===== config.mk =====
export PLATFORM = sky130hd
export DESIGN_NAME = id3v2_tag_frame_parser_top
export DESIGN_NICKNAME = d
export VERILOG_FILES = /design/src/hdl/idtp_pkg.sv /design/src/hdl/idtp_step.sv /design/src/hdl/idtp_outq.sv /design/src/hdl/id3v2_tag_frame_parser_top.sv
export VERILOG_INCLUDE_DIRS = /design/src /design/src/hdl
export SDC_FILE = /design/constraint.sdc
export NUM_CORES = 1
export LEC_CHECK = 0
export BUFFER_PORTS_ARGS = -buffer_cell sky130_fd_sc_hd__buf_2
export CELL_PAD_IN_SITES_DETAIL_PLACEMENT = 0
export CELL_PAD_IN_SITES_GLOBAL_PLACEMENT = 2
export CORE_MARGIN = 1
export CORE_UTILIZATION = 35
export DETAILED_ROUTE_END_ITERATION = 10
export PLACE_DENSITY = 0.79
export RECOVER_POWER = 50
export SLEW_MARGIN = 10
export SYNTH_ARGS = -nofsm -noshare
export SYNTH_HDL_FRONTEND = slang
export SYNTH_SLANG_ARGS = --single-unit

===== constraint.sdc =====
create_clock -name clk -period 11.6 [get_ports clk]
set_clock_uncertainty 0.05 [all_clocks]
set_input_delay 2.32 -clock clk [delete_from_list [all_inputs] [get_ports clk]]
set_output_delay 2.32 -clock clk [all_outputs]
set_load 0.01 [all_outputs]

===== src/hdl/id3v2_tag_frame_parser_top_defines.svh =====
// Assertion macros for the ID3v2 tag frame parser.
`ifndef ID3V2_TAG_FRAME_PARSER_TOP_DEFINES_SVH
`define ID3V2_TAG_FRAME_PARSER_TOP_DEFINES_SVH

// Same-cycle implication, checked outside of reset.
`define IDTP_ASSERT_SAME(lbl, ante, cons, msg) \
  lbl: assert property (@(posedge clk) disable iff (rst) (ante) |-> (cons)) else $error(msg);

// Next-cycle implication, checked outside of reset.
`define IDTP_ASSERT_NEXT(lbl, ante, cons, msg) \
  lbl: assert property (@(posedge clk) disable iff (rst) (ante) |=> (cons)) else $error(msg);

`endif


===== src/hdl/idtp_pkg.sv =====
// Package with types, codes and helper functions of the ID3v2 tag frame parser.
`default_nettype none
package idtp_pkg;

  localparam int SIZE_BITS = 28;
  localparam int MAX_RES   = 3;

  localparam logic [1:0] EV_TAG    = 2'd0;
  localparam logic [1:0] EV_TEXT   = 2'd1;
  localparam logic [1:0] EV_NUMBER = 2'd2;
  localparam logic [1:0] EV_FINISH = 2'd3;

  localparam logic [2:0] ST_OK        = 3'd0;
  localparam logic [2:0] ST_NOT_ID3   = 3'd1;
  localparam logic [2:0] ST_BAD_TAG   = 3'd2;
  localparam logic [2:0] ST_BAD_FRAME = 3'd3;
  localparam logic [2:0] ST_TRUNC     = 3'd4;

  localparam logic [4:0] CAT_LAST_TEXT = 5'd12;
  localparam logic [4:0] CAT_ALBUM     = 5'd8;
  localparam logic [4:0] CAT_TRACK     = 5'd13;
  localparam logic [4:0] CAT_DISC      = 5'd15;
  localparam logic [4:0] CAT_NONE      = 5'd31;

  localparam logic [27:0] MAX_TAG_RESET = 28'd300000;

  typedef enum logic [5:0] {
    PH_HEADER    = 6'b000001,
    PH_FRAME_HDR = 6'b000010,
    PH_ENC       = 6'b000100,
    PH_VALUE     = 6'b001000,
    PH_PADDING   = 6'b010000,
    PH_DONE      = 6'b100000
  } phase_t;

  typedef struct packed {
    logic [1:0]  ev;
    logic [4:0]  cat;
    logic [7:0]  tb;
    logic        bv;
    logic        last;
    logic [31:0] num;
    logic [2:0]  st;
    logic        alb;
  } res_t;

  function automatic res_t mk_res(input logic [1:0] ev, input logic [4:0] cat,
                                  input logic [7:0] tb, input logic bv, input logic last,
                                  input logic [31:0] num, input logic [2:0] st,
                                  input logic alb);
    res_t r;
    r.ev = ev; r.cat = cat; r.tb = tb; r.bv = bv; r.last = last;
    r.num = num; r.st = st; r.alb = alb;
    return r;
  endfunction

  function automatic logic [31:0] size_push(input logic [31:0] acc, input logic [7:0] b,
                                            input logic sync);
    logic [31:0] r;
    if (sync) begin
      r = {acc[31] | b[7], acc[23:0], b[6:0]};
    end else begin
      r = {acc[23:0], b};
    end
    return r;
  endfunction

  function automatic logic [4:0] classify(input logic [31:0] id);
    logic [4:0] c;
    case (id)
      "TIT1": c = 5'd0;
      "TIT2": c = 5'd1;
      "TIT3": c = 5'd2;
      "TLAN": c = 5'd3;
      "TCOP": c = 5'd4;
      "TDRL", "TDAT", "TYER", "TDRC": c = 5'd5;
      "TPE1", "TPE2", "TPE3", "TPE4": c = 5'd6;
      "TPUB", "TENC": c = 5'd7;
      "TALB", "TOAL": c = CAT_ALBUM;
      "TCON": c = 5'd9;
      "TLEN": c = 5'd10;
      "TEXT": c = 5'd11;
      "TCOM": c = 5'd12;
      "TRCK": c = CAT_TRACK;
      "TPOS": c = CAT_DISC;
      default: c = CAT_NONE;
    endcase
    return c;
  endfunction

  function automatic logic [31:0] acc_value(input logic [32:0] a);
    logic [31:0] r;
    if (a[32]) begin
      r = 32'd0 - a[31:0];
    end else if (a[31]) begin
      r = 32'h7FFF_FFFF;
    end else begin
      r = a[31:0];
    end
    return r;
  endfunction

endpackage
`default_nettype wire


===== src/hdl/idtp_step.sv =====
// Per-byte parser state and the results that one accepted byte produces.
`default_nettype none
module idtp_step import idtp_pkg::*; (
  input  wire logic        clk,
  input  wire logic        rst,
  input  wire logic        accept,
  input  wire logic [7:0]  data_byte,
  input  wire logic        end_of_stream,
  input  wire logic [27:0] max_tag_size,
  output res_t             res_next [MAX_RES],
  output logic [1:0]       nres_next,
  output phase_t           phase
);

  logic [3:0]  header_position;
  logic        syncsafe_mode;
  logic [31:0] size_shift;
  logic [27:0] tag_remaining;
  logic [31:0] frame_id;
  logic [27:0] value_remaining;
  logic [4:0]  frame_category;
  logic [32:0] acc [2];
  logic [2:0]  number_parse_state;
  logic        album_seen;

  phase_t      phase_next;
  logic [3:0]  header_position_next;
  logic        syncsafe_mode_next;
  logic [31:0] size_shift_next;
  logic [27:0] tag_remaining_next;
  logic [31:0] frame_id_next;
  logic [27:0] value_remaining_next;
  logic [4:0]  frame_category_next;
  logic [32:0] acc_next [2];
  logic [2:0]  number_parse_state_next;
  logic        album_seen_next;

  logic        ok, do_end, end_empty, slot, digit, space;
  logic [1:0]  sub;
  logic [3:0]  pos;
  logic [34:0] mag;
  logic [31:0] first, cnt;
  logic [7:0]  b;

  always_comb begin
    b = data_byte;
    phase_next = phase;
    header_position_next = header_position;
    syncsafe_mode_next = syncsafe_mode;
    size_shift_next = size_shift;
    tag_remaining_next = tag_remaining;
    frame_id_next = frame_id;
    value_remaining_next = value_remaining;
    frame_category_next = frame_category;
    acc_next[0] = acc[0];
    acc_next[1] = acc[1];
    number_parse_state_next = number_parse_state;
    album_seen_next = album_seen;
    for (int i = 0; i < MAX_RES; i++) begin
      res_next[i] = '0;
    end
    nres_next = 2'd0;
    ok = 1'b1;
    do_end = 1'b0;
    end_empty = 1'b0;
    pos = header_position;
    slot = number_parse_state[2];
    sub = number_parse_state[1:0];
    digit = (b >= 8'h30) && (b <= 8'h39);
    space = (b == 8'h20) || ((b >= 8'h09) && (b <= 8'h0D));
    mag = '0;
    first = '0;
    cnt = '0;

    case (phase)
      PH_HEADER: begin
        case (pos)
          4'd0: ok = (b == 8'h49);
          4'd1: ok = (b == 8'h44);
          4'd2: ok = (b == 8'h33);
          4'd3: begin
            ok = (b <= 8'd4);
            syncsafe_mode_next = (b == 8'd4);
            size_shift_next = '0;
          end
          4'd5: ok = (b == 8'd0);
          default: begin
            if (pos >= 4'd6) begin
              size_shift_next = size_push(size_shift, b, syncsafe_mode);
            end
          end
        endcase
        if (!ok) begin
          res_next[nres_next] = mk_res(EV_FINISH, '0, '0, 1'b0, 1'b0, '0, ST_NOT_ID3, 1'b0);
          nres_next = nres_next + 2'd1;
          phase_next = PH_DONE;
        end else if (pos < 4'd9) begin
          header_position_next = pos + 4'd1;
        end else if (size_shift_next[31] || (size_shift_next > {4'd0, max_tag_size}) ||
                     (size_shift_next[31:SIZE_BITS] != '0)) begin
          res_next[nres_next] = mk_res(EV_FINISH, '0, '0, 1'b0, 1'b0, '0, ST_BAD_TAG, 1'b0);
          nres_next = nres_next + 2'd1;
          phase_next = PH_DONE;
        end else begin
          album_seen_next = 1'b0;
          res_next[nres_next] = mk_res(EV_TAG, '0, '0, 1'b0, 1'b0, '0, ST_OK, 1'b0);
          nres_next = nres_next + 2'd1;
          tag_remaining_next = size_shift_next[27:0];
          header_position_next = '0;
          phase_next = PH_FRAME_HDR;
          if (size_shift_next[27:0] == '0) begin
            res_next[nres_next] = mk_res(EV_FINISH, '0, '0, 1'b0, 1'b0, '0, ST_OK, 1'b0);
            nres_next = nres_next + 2'd1;
            phase_next = PH_DONE;
          end
        end
      end
      PH_FRAME_HDR, PH_ENC, PH_VALUE, PH_PADDING: begin
        if (tag_remaining != '0) begin
          tag_remaining_next = tag_remaining - 28'd1;
        end
        if (phase == PH_FRAME_HDR) begin
          if ((pos == 4'd0) && (b == 8'd0)) begin
            phase_next = PH_PADDING;
          end else begin
            if (pos == 4'd0) begin
              frame_id_next = {24'd0, b};
            end else if (pos < 4'd4) begin
              frame_id_next = {frame_id[23:0], b};
            end else if (pos < 4'd8) begin
              size_shift_next = size_push((pos == 4'd4) ? 32'd0 : size_shift, b,
                                          syncsafe_mode);
            end
            if (pos >= 4'd9) begin
              if (size_shift[31] || (size_shift == '0) ||
                  (size_shift > {4'd0, tag_remaining_next})) begin
                res_next[nres_next] = mk_res(EV_FINISH, '0, '0, 1'b0, 1'b0, '0,
                                             ST_BAD_FRAME, 1'b0);
                nres_next = nres_next + 2'd1;
                phase_next = PH_DONE;
              end else begin
                value_remaining_next = size_shift[27:0];
                frame_category_next = classify(frame_id);
                header_position_next = '0;
                phase_next = PH_ENC;
              end
            end else begin
              header_position_next = pos + 4'd1;
            end
          end
        end else if (phase == PH_ENC) begin
          if (value_remaining != '0) begin
            value_remaining_next = value_remaining - 28'd1;
          end
          if ((b != 8'd0) && (b != 8'd3)) begin
            frame_category_next = CAT_NONE;
          end
          number_parse_state_next = '0;
          acc_next[0] = '0;
          acc_next[1] = '0;
          if (frame_category_next == CAT_ALBUM) begin
            album_seen_next = 1'b1;
          end
          phase_next = PH_VALUE;
          if (value_remaining_next == '0) begin
            do_end = 1'b1;
            end_empty = 1'b1;
          end
        end else if (phase == PH_VALUE) begin
          if (value_remaining != '0) begin
            value_remaining_next = value_remaining - 28'd1;
          end
          if (frame_category <= CAT_LAST_TEXT) begin
            res_next[nres_next] = mk_res(EV_TEXT, frame_category, b, 1'b1,
                                         value_remaining_next == '0, '0, ST_OK, 1'b0);
            nres_next = nres_next + 2'd1;
          end else if ((frame_category == CAT_TRACK) || (frame_category == CAT_DISC)) begin
            if ((b == 8'h2F) && !slot) begin
              number_parse_state_next = 3'b100;
            end else if ((sub == 2'd0) && space) begin
              number_parse_state_next = number_parse_state;
            end else if ((sub == 2'd0) && ((b == 8'h2B) || (b == 8'h2D))) begin
              if (b == 8'h2D) begin
                acc_next[slot][32] = 1'b1;
              end
              number_parse_state_next = {slot, 2'd1};
            end else if (sub == 2'd3) begin
              number_parse_state_next = number_parse_state;
            end else if (digit) begin
              mag = ({3'd0, acc[slot][31:0]} << 3) + ({3'd0, acc[slot][31:0]} << 1) +
                    {31'd0, b[3:0]};
              if (mag > 35'h0_8000_0000) begin
                mag = 35'h0_8000_0000;
              end
              acc_next[slot] = {acc[slot][32], mag[31:0]};
              number_parse_state_next = {slot, 2'd2};
            end else begin
              number_parse_state_next = {slot, 2'd3};
            end
          end
          if (value_remaining_next == '0) begin
            do_end = 1'b1;
          end
        end

        if (do_end) begin
          if ((frame_category_next <= CAT_LAST_TEXT) && end_empty) begin
            res_next[nres_next] = mk_res(EV_TEXT, frame_category_next, '0, 1'b0, 1'b1, '0,
                                         ST_OK, 1'b0);
            nres_next = nres_next + 2'd1;
          end else if ((frame_category_next == CAT_TRACK) ||
                       (frame_category_next == CAT_DISC)) begin
            first = acc_value(acc_next[0]);
            if (first != '0) begin
              res_next[nres_next] = mk_res(EV_NUMBER, frame_category_next, '0, 1'b0, 1'b0,
                                           first, ST_OK, 1'b0);
              nres_next = nres_next + 2'd1;
              if (frame_category_next == CAT_DISC) begin
                album_seen_next = 1'b1;
              end
              if (number_parse_state_next[2]) begin
                cnt = acc_value(acc_next[1]);
                if (cnt != '0) begin
                  res_next[nres_next] = mk_res(EV_NUMBER, frame_category_next + 5'd1, '0,
                                               1'b0, 1'b0, cnt, ST_OK, 1'b0);
                  nres_next = nres_next + 2'd1;
                  album_seen_next = 1'b1;
                end
              end
            end
          end
          phase_next = PH_FRAME_HDR;
          header_position_next = '0;
        end

        if ((phase_next != PH_DONE) && (tag_remaining_next == '0)) begin
          res_next[nres_next] = mk_res(EV_FINISH, '0, '0, 1'b0, 1'b0, '0,
                                       ((phase_next == PH_FRAME_HDR) &&
                                        (header_position_next != '0)) ?
                                       ST_BAD_FRAME : ST_OK,
                                       !((phase_next == PH_FRAME_HDR) &&
                                         (header_position_next != '0)) &&
                                       album_seen_next);
          nres_next = nres_next + 2'd1;
          phase_next = PH_DONE;
        end
      end
      default: begin
        phase_next = phase;
      end
    endcase

    if (end_of_stream) begin
      if (phase_next == PH_HEADER) begin
        res_next[nres_next] = mk_res(EV_FINISH, '0, '0, 1'b0, 1'b0, '0, ST_NOT_ID3, 1'b0);
        nres_next = nres_next + 2'd1;
      end else if (phase_next != PH_DONE) begin
        res_next[nres_next] = mk_res(EV_FINISH, '0, '0, 1'b0, 1'b0, '0, ST_TRUNC, 1'b0);
        nres_next = nres_next + 2'd1;
      end
      phase_next = PH_HEADER;
      header_position_next = '0;
      syncsafe_mode_next = 1'b0;
      size_shift_next = '0;
      tag_remaining_next = '0;
      frame_id_next = '0;
      value_remaining_next = '0;
      frame_category_next = '0;
      acc_next[0] = '0;
      acc_next[1] = '0;
      number_parse_state_next = '0;
      album_seen_next = 1'b0;
    end
  end

  always_ff @(posedge clk) begin
    if (rst) begin
      phase <= PH_HEADER;
      header_position <= '0;
      syncsafe_mode <= 1'b0;
      size_shift <= '0;
      tag_remaining <= '0;
      frame_id <= '0;
      value_remaining <= '0;
      frame_category <= '0;
      acc[0] <= '0;
      acc[1] <= '0;
      number_parse_state <= '0;
      album_seen <= 1'b0;
    end else if (accept) begin
      phase <= phase_next;
      header_position <= header_position_next;
      syncsafe_mode <= syncsafe_mode_next;
      size_shift <= size_shift_next;
      tag_remaining <= tag_remaining_next;
      frame_id <= frame_id_next;
      value_remaining <= value_remaining_next;
      frame_category <= frame_category_next;
      acc[0] <= acc_next[0];
      acc[1] <= acc_next[1];
      number_parse_state <= number_parse_state_next;
      album_seen <= album_seen_next;
    end
  end

endmodule
`default_nettype wire


===== src/hdl/idtp_outq.sv =====
// Result buffer that holds the results of one byte and hands them out one per transaction.
`default_nettype none
module idtp_outq import idtp_pkg::*; (
  input  wire logic  clk,
  input  wire logic  rst,
  input  wire logic  load,
  input  wire res_t  load_res [MAX_RES],
  input  wire logic [1:0] load_n,
  output logic       can_load,
  output logic       out_valid,
  input  wire logic  out_ready,
  output res_t       out_res,
  output logic [1:0] count
);

  res_t       entries [MAX_RES];
  logic [1:0] rd;
  logic       pop;

  assign pop       = out_valid && out_ready;
  assign out_valid = (count != 2'd0);
  assign can_load  = (count == 2'd0) || ((count == 2'd1) && out_ready);
  assign out_res   = entries[rd];

  always_ff @(posedge clk) begin
    if (rst) begin
      count <= '0;
      rd <= '0;
    end else if (load) begin
      count <= load_n;
      rd <= '0;
    end else if (pop) begin
      count <= count - 2'd1;
      rd <= rd + 2'd1;
    end
  end

  always_ff @(posedge clk) begin
    if (load) begin
      for (int i = 0; i < MAX_RES; i++) begin
        entries[i] <= load_res[i];
      end
    end
  end

endmodule
`default_nettype wire


===== src/hdl/id3v2_tag_frame_parser_top.sv =====
// Output: the results of a byte are registered; the first appears in the cycle after the byte is accepted.
// Throughput: one byte per cycle while each byte yields at most one result and m_tready is high;
// a byte that yields more results holds the input while they drain.
// Reset (synchronous, active high) returns the parser to the header search,
// empties the result buffer and sets max_tag_size to 300000.
`default_nettype none
`include "id3v2_tag_frame_parser_top_defines.svh"
module id3v2_tag_frame_parser_top import idtp_pkg::*; (
  input  wire logic        clk,
  input  wire logic        rst,
  input  wire logic        s_tvalid,
  output logic             s_tready,
  input  wire logic [7:0]  s_tdata,   // [7:0] data_byte
  input  wire logic        s_tlast,
  output logic             m_tvalid,
  input  wire logic        m_tready,
  output logic [55:0]      m_tdata,   // [4:0] category, [12:5] text_byte, [13] byte_valid,
                                      // [45:14] number, [48:46] status, [49] album_present
  output logic             m_tlast,
  output logic [1:0]       m_tuser,   // [1:0] event_res
  input  wire logic        psel,
  input  wire logic        penable,
  input  wire logic        pwrite,
  input  wire logic [2:0]  paddr,
  input  wire logic [31:0] pwdata,
  output logic [31:0]      prdata,
  output logic             pready
);

  logic [27:0] max_tag_size;
  logic        s_accept;
  res_t        step_res [MAX_RES];
  logic [1:0]  step_n;
  phase_t      phase;
  res_t        out_res;
  logic [1:0]  q_count;

  assign pready   = 1'b1;
  assign prdata   = paddr[2] ? 32'd0 : {4'd0, max_tag_size};
  assign s_accept = s_tvalid && s_tready;

  always_ff @(posedge clk) begin
    if (rst) begin
      max_tag_size <= MAX_TAG_RESET;
    end else if (psel && penable && pwrite && pready && !paddr[2]) begin
      max_tag_size <= pwdata[27:0];
    end
  end

  idtp_step u_step (
    .clk(clk), .rst(rst), .accept(s_accept), .data_byte(s_tdata),
    .end_of_stream(s_tlast), .max_tag_size(max_tag_size),
    .res_next(step_res), .nres_next(step_n), .phase(phase)
  );

  idtp_outq u_outq (
    .clk(clk), .rst(rst), .load(s_accept), .load_res(step_res), .load_n(step_n),
    .can_load(s_tready), .out_valid(m_tvalid), .out_ready(m_tready),
    .out_res(out_res), .count(q_count)
  );

  assign m_tuser = out_res.ev;
  assign m_tlast = out_res.last;
  assign m_tdata = {6'd0, out_res.alb, out_res.st, out_res.num, out_res.bv,
                    out_res.tb, out_res.cat};

  `IDTP_ASSERT_NEXT(a_eos_resets, s_accept && s_tlast, phase == PH_HEADER, "phase not reset")
  `IDTP_ASSERT_NEXT(a_load_count, s_accept, q_count == $past(step_n), "buffer count mismatch")
  `IDTP_ASSERT_SAME(a_done_quiet, s_accept && (phase == PH_DONE), step_n == 2'd0,
                    "result after finish")

endmodule
`default_nettype wire


==> metrics.md <==
| Metric | Value |
|---|---|
| Vias per cell | slightly below 6 |
| Input/output buffers | about 130 |
| Peak VDD IR | a little over 0.0001 V |
| Max Buffers Root-to-Sink | 3 |
| Mapped Area | 0.0292 sq mm |
| Die Footprint | ~0.084 sq mm |
| Antenna Nets Post-Route | 0 |
| Status | finished with violations |
| Initial Util | 0.355 |
| FP Rows | roughly 110 |
| Ys flop type | edfxtp_1 |
| Diodes inserted | 0 |
| Combinational family with the most area after synthesis | simple AND/OR/NAND/NOR gates |
| Post-CTS repair timing setup buffer count | 0 |
| Cts-stage hold buffer count | 0 |
| Initial antenna violation count | 2 |
| Compound-gate portion of the synthesized area | 0.227 |
| Largest net degree at the start of global routing | ~90 |
| Nets | slightly below 4000 |
| Final period util | 0.962 |
| First-pass GRT wire length | 170000 um |
| Post-Synth Adder-Cell Area | 0.0623 |
| FILL cells | between 8000 and 9000 |
| Post-synth EDFFs | about 200 |
| Num CTS Buffers | a little under 50 |
| Worst path required time | 11.98 ns |
| Synth area leaders | edfxtp_1 (21%), dfxtp_1 (12%), ha_1 (6.1%) |
| Element type at the critical path start | input pin |
| All-Layer GR Usage | 0.255 |
| Simple-gate share of the synthesized area | 0.260 |
| Top-area cell type share of the netlist area | 0.212 |
| Skew-Pair Late Insertion Delay | roughly 0.62 ns |
| # IOs | between 100 and 150 |
| FF+latch count, synth | between 300 and 400 |
| Wirelength per Cell | approximately 23 um |
| Root buffer cell | clkbuf_16 |
| Dpl ws | -0.220 ns |
| Max FO, Critical Path | 16 |
| Clock-pin slew on the worst setup and hold paths | approximately 0.060 ns |
| HPWL Detailed | roughly 80000 um |
| Failing checks | max-capacitance violations, max-slew violations |
| Cells after Synth | about 3600 |
| Post-synth top area cell | edfxtp_1 |
| Synth Area per Inst | approximately 8 sq um |
| Core ar. | approximately 0.082 sq mm |
| CP peak stage delay | approximately 0.57 ns |
| Total Wirelength | around 110000 um |
| Hold Crit Class | reg -> reg |
| Yosys Warn Count | 0 |
| Mux contribution to synthesized area | 0.0444 |
| Routability cong. | about 0.94 |
| Minimum clock period | roughly 11 ns |
| Final hold slack | ~0.40 ns |
| Crit end category | flip-flop |
| Slew at the pin closest to its max-slew limit | 4.20 ns |
| Final Hold Viols | 0 |
| Die Ht | approximately 290 um |
| Share of flip-flops with an asynchronous set or reset | 0 |
| P per Cell Area | approximately 170 mW/mm^2 |
| Total negative slack | 0 ns |
| XOR/XNOR Fraction of Synth Area | 0.0285 |
| Critical-path cell with the highest stage delay | fa_1 |
| Sink Count | 381 |
| DRC Markers | 0 |
| Total grt overflow | 0 |
| Final Max Tran Viols | 465 |
| # Max-Cap Violations | 11 |
| Vias in the first global route | between 20000 and 30000 |
| 1st-pass router iterations | 5 |
| Gates resized, CTS repair | 0 |
| Routed vias | 28676 |
| CTS tree | built |
| Share of post-route cells with drive strength above 1 | 0.121 |
| Slew HR | -1.80 |
| Die X | 291 um |
| Pleak | 0.0122 uW |
| Unique masters post-synth | 110 |
| Final setup violation count | 0 |
| Critical path type | in -> reg |
| 1st-iter DRT viols | 2444 |
| Syn-to-layout area delta | 14.8% |
| Register area share after synthesis | 0.332 |
| Max Clk Rate | roughly 0.090 GHz |
| CP Data Arrival Time | roughly 12 ns |
| H-tree level count | 2 |
| RSZ-0062 raised after global routing | no |
| Final worst slack | 0.442 ns |
[metal layers]
layer	part of all wire	track usage
met2	0.47	0.435
met3	0.053	0.0294
met4	0.030	0.0759
met1	0.44	0.337
met5	0.00024	0
[Yosys cell counts, drive strengths merged, types with 25 or more instances]
cell	n
and2	62
o21ai	239
dfxtp	175
mux2i	92
nor4	71
nand2	399
o211ai	30
nor3	163
a211oi	25
o21a	30
inv	76
xor2	36
clkbuf	181
a21oi	273
a22oi	50
o31ai	27
xnor2	58
nand4	56
mux2	32
ha	142
nand3	93
edfxtp	206
buf	66
a31oi	37
nor2	451
or3	35
a22o	29
and3	34
a21o	34
a2111oi	44
nand3b	26
[worst paths after layout]
kind	depth (start not counted)	slack, ns	startpoint	endpoint
hold / removal	2	0.40	u_step.frame_id[28]	u_step.frame_id[28]
setup reg to reg	43	1.14	flip-flop	u_outq.entries[0][14]
hold reg to reg	2	0.40	u_step.frame_id[28]	u_step.frame_id[28]
setup / recovery	43	0.44	s_tdata[3]	u_outq.entries[0][14]
[area by class of cell]
cell class	instances	area, sq um	area share
flip-flops and latches	381	9690	0.290
well taps	1070	1340	0.0400
inverters	78	294	0.00879
repair buffers	350	2280	0.0681
multi-input cells	2922	18300	0.546
clock buffers	58	1290	0.0386
clock inverters	31	298	0.00890
[state kept, by name, summed over array words and instances, names as in the netlist, 5 cells and up, named ones only]
| register | count |
|---|---|
| u_step.frame_id | 32 |
| u_step.tag_remaining | 28 |
| max_tag_size | 28 |
| u_outq.entries | 140 |
| u_step.value_remaining | 28 |
| u_step.phase | 6 |
| u_step.frame_category | 5 |
| u_step.size_shift | 32 |
| u_step.acc | 66 |
[metrics by stage]
stage                      util  area [sq um]  total power, uW  std cells
final                     0.407         33500             5760       4890
after global routing      0.407         33500             6070       4890
after CTS                 0.409         33600             5760       4890
after detailed placement  0.390         32000             4200       4801
after global placement    0.390         32000             4200       4801
after floorplan               -         29200             3330       3628
[report_power, final]
part / switching, uW / internal, uW
Sequential: 96.6 / 1660
Clock: 664 / 889
Combinational: 1590 / 863
[layout by cell type, fill, tap and decap left out, types with 29 or more instances in the layout]
cell type,n
a2111oi_0,41
a21o_1,34
a21oi_1,268
a22o_1,29
a22oi_1,50
a31oi_1,36
and2_1,54
and3_1,34
buf_2,50
buf_4,208
clkbuf_1,91
clkbuf_16,50
dfxtp_1,173
edfxtp_1,206
ha_1,142
inv_1,75
mux2_2,32
mux2i_1,91
nand2_1,397
nand3_1,92
nand4_1,56
nor2_1,449
nor3_1,159
nor4_1,64
o211ai_1,29
o21a_1,29
o21ai_0,230
or3_1,32
xnor2_1,58
xor2_1,35
[critical path, delay by kind of cell]
family / cells / cell delay (ns)
and+or+nand+nor: 14 / 2.99
AOI/OAI and AO/OA: 14 / 2.81
adders and majority gates: 6 / 2.06
buffers and inverters: 8 / 1.24
muxes: 1 / 0.06
[kinds of logic after synthesis]
kind of cell | Yosys count
buffers and inverters | 325
AND/OR/NAND/NOR | 1547
AO/OA/AOI/OAI | 1001
XOR/XNOR | 94
adder cells (fa/ha/maj) | 144
flip-flops | 381
multiplexers | 124
other | 2
Power figures use the tool's default switching activity.
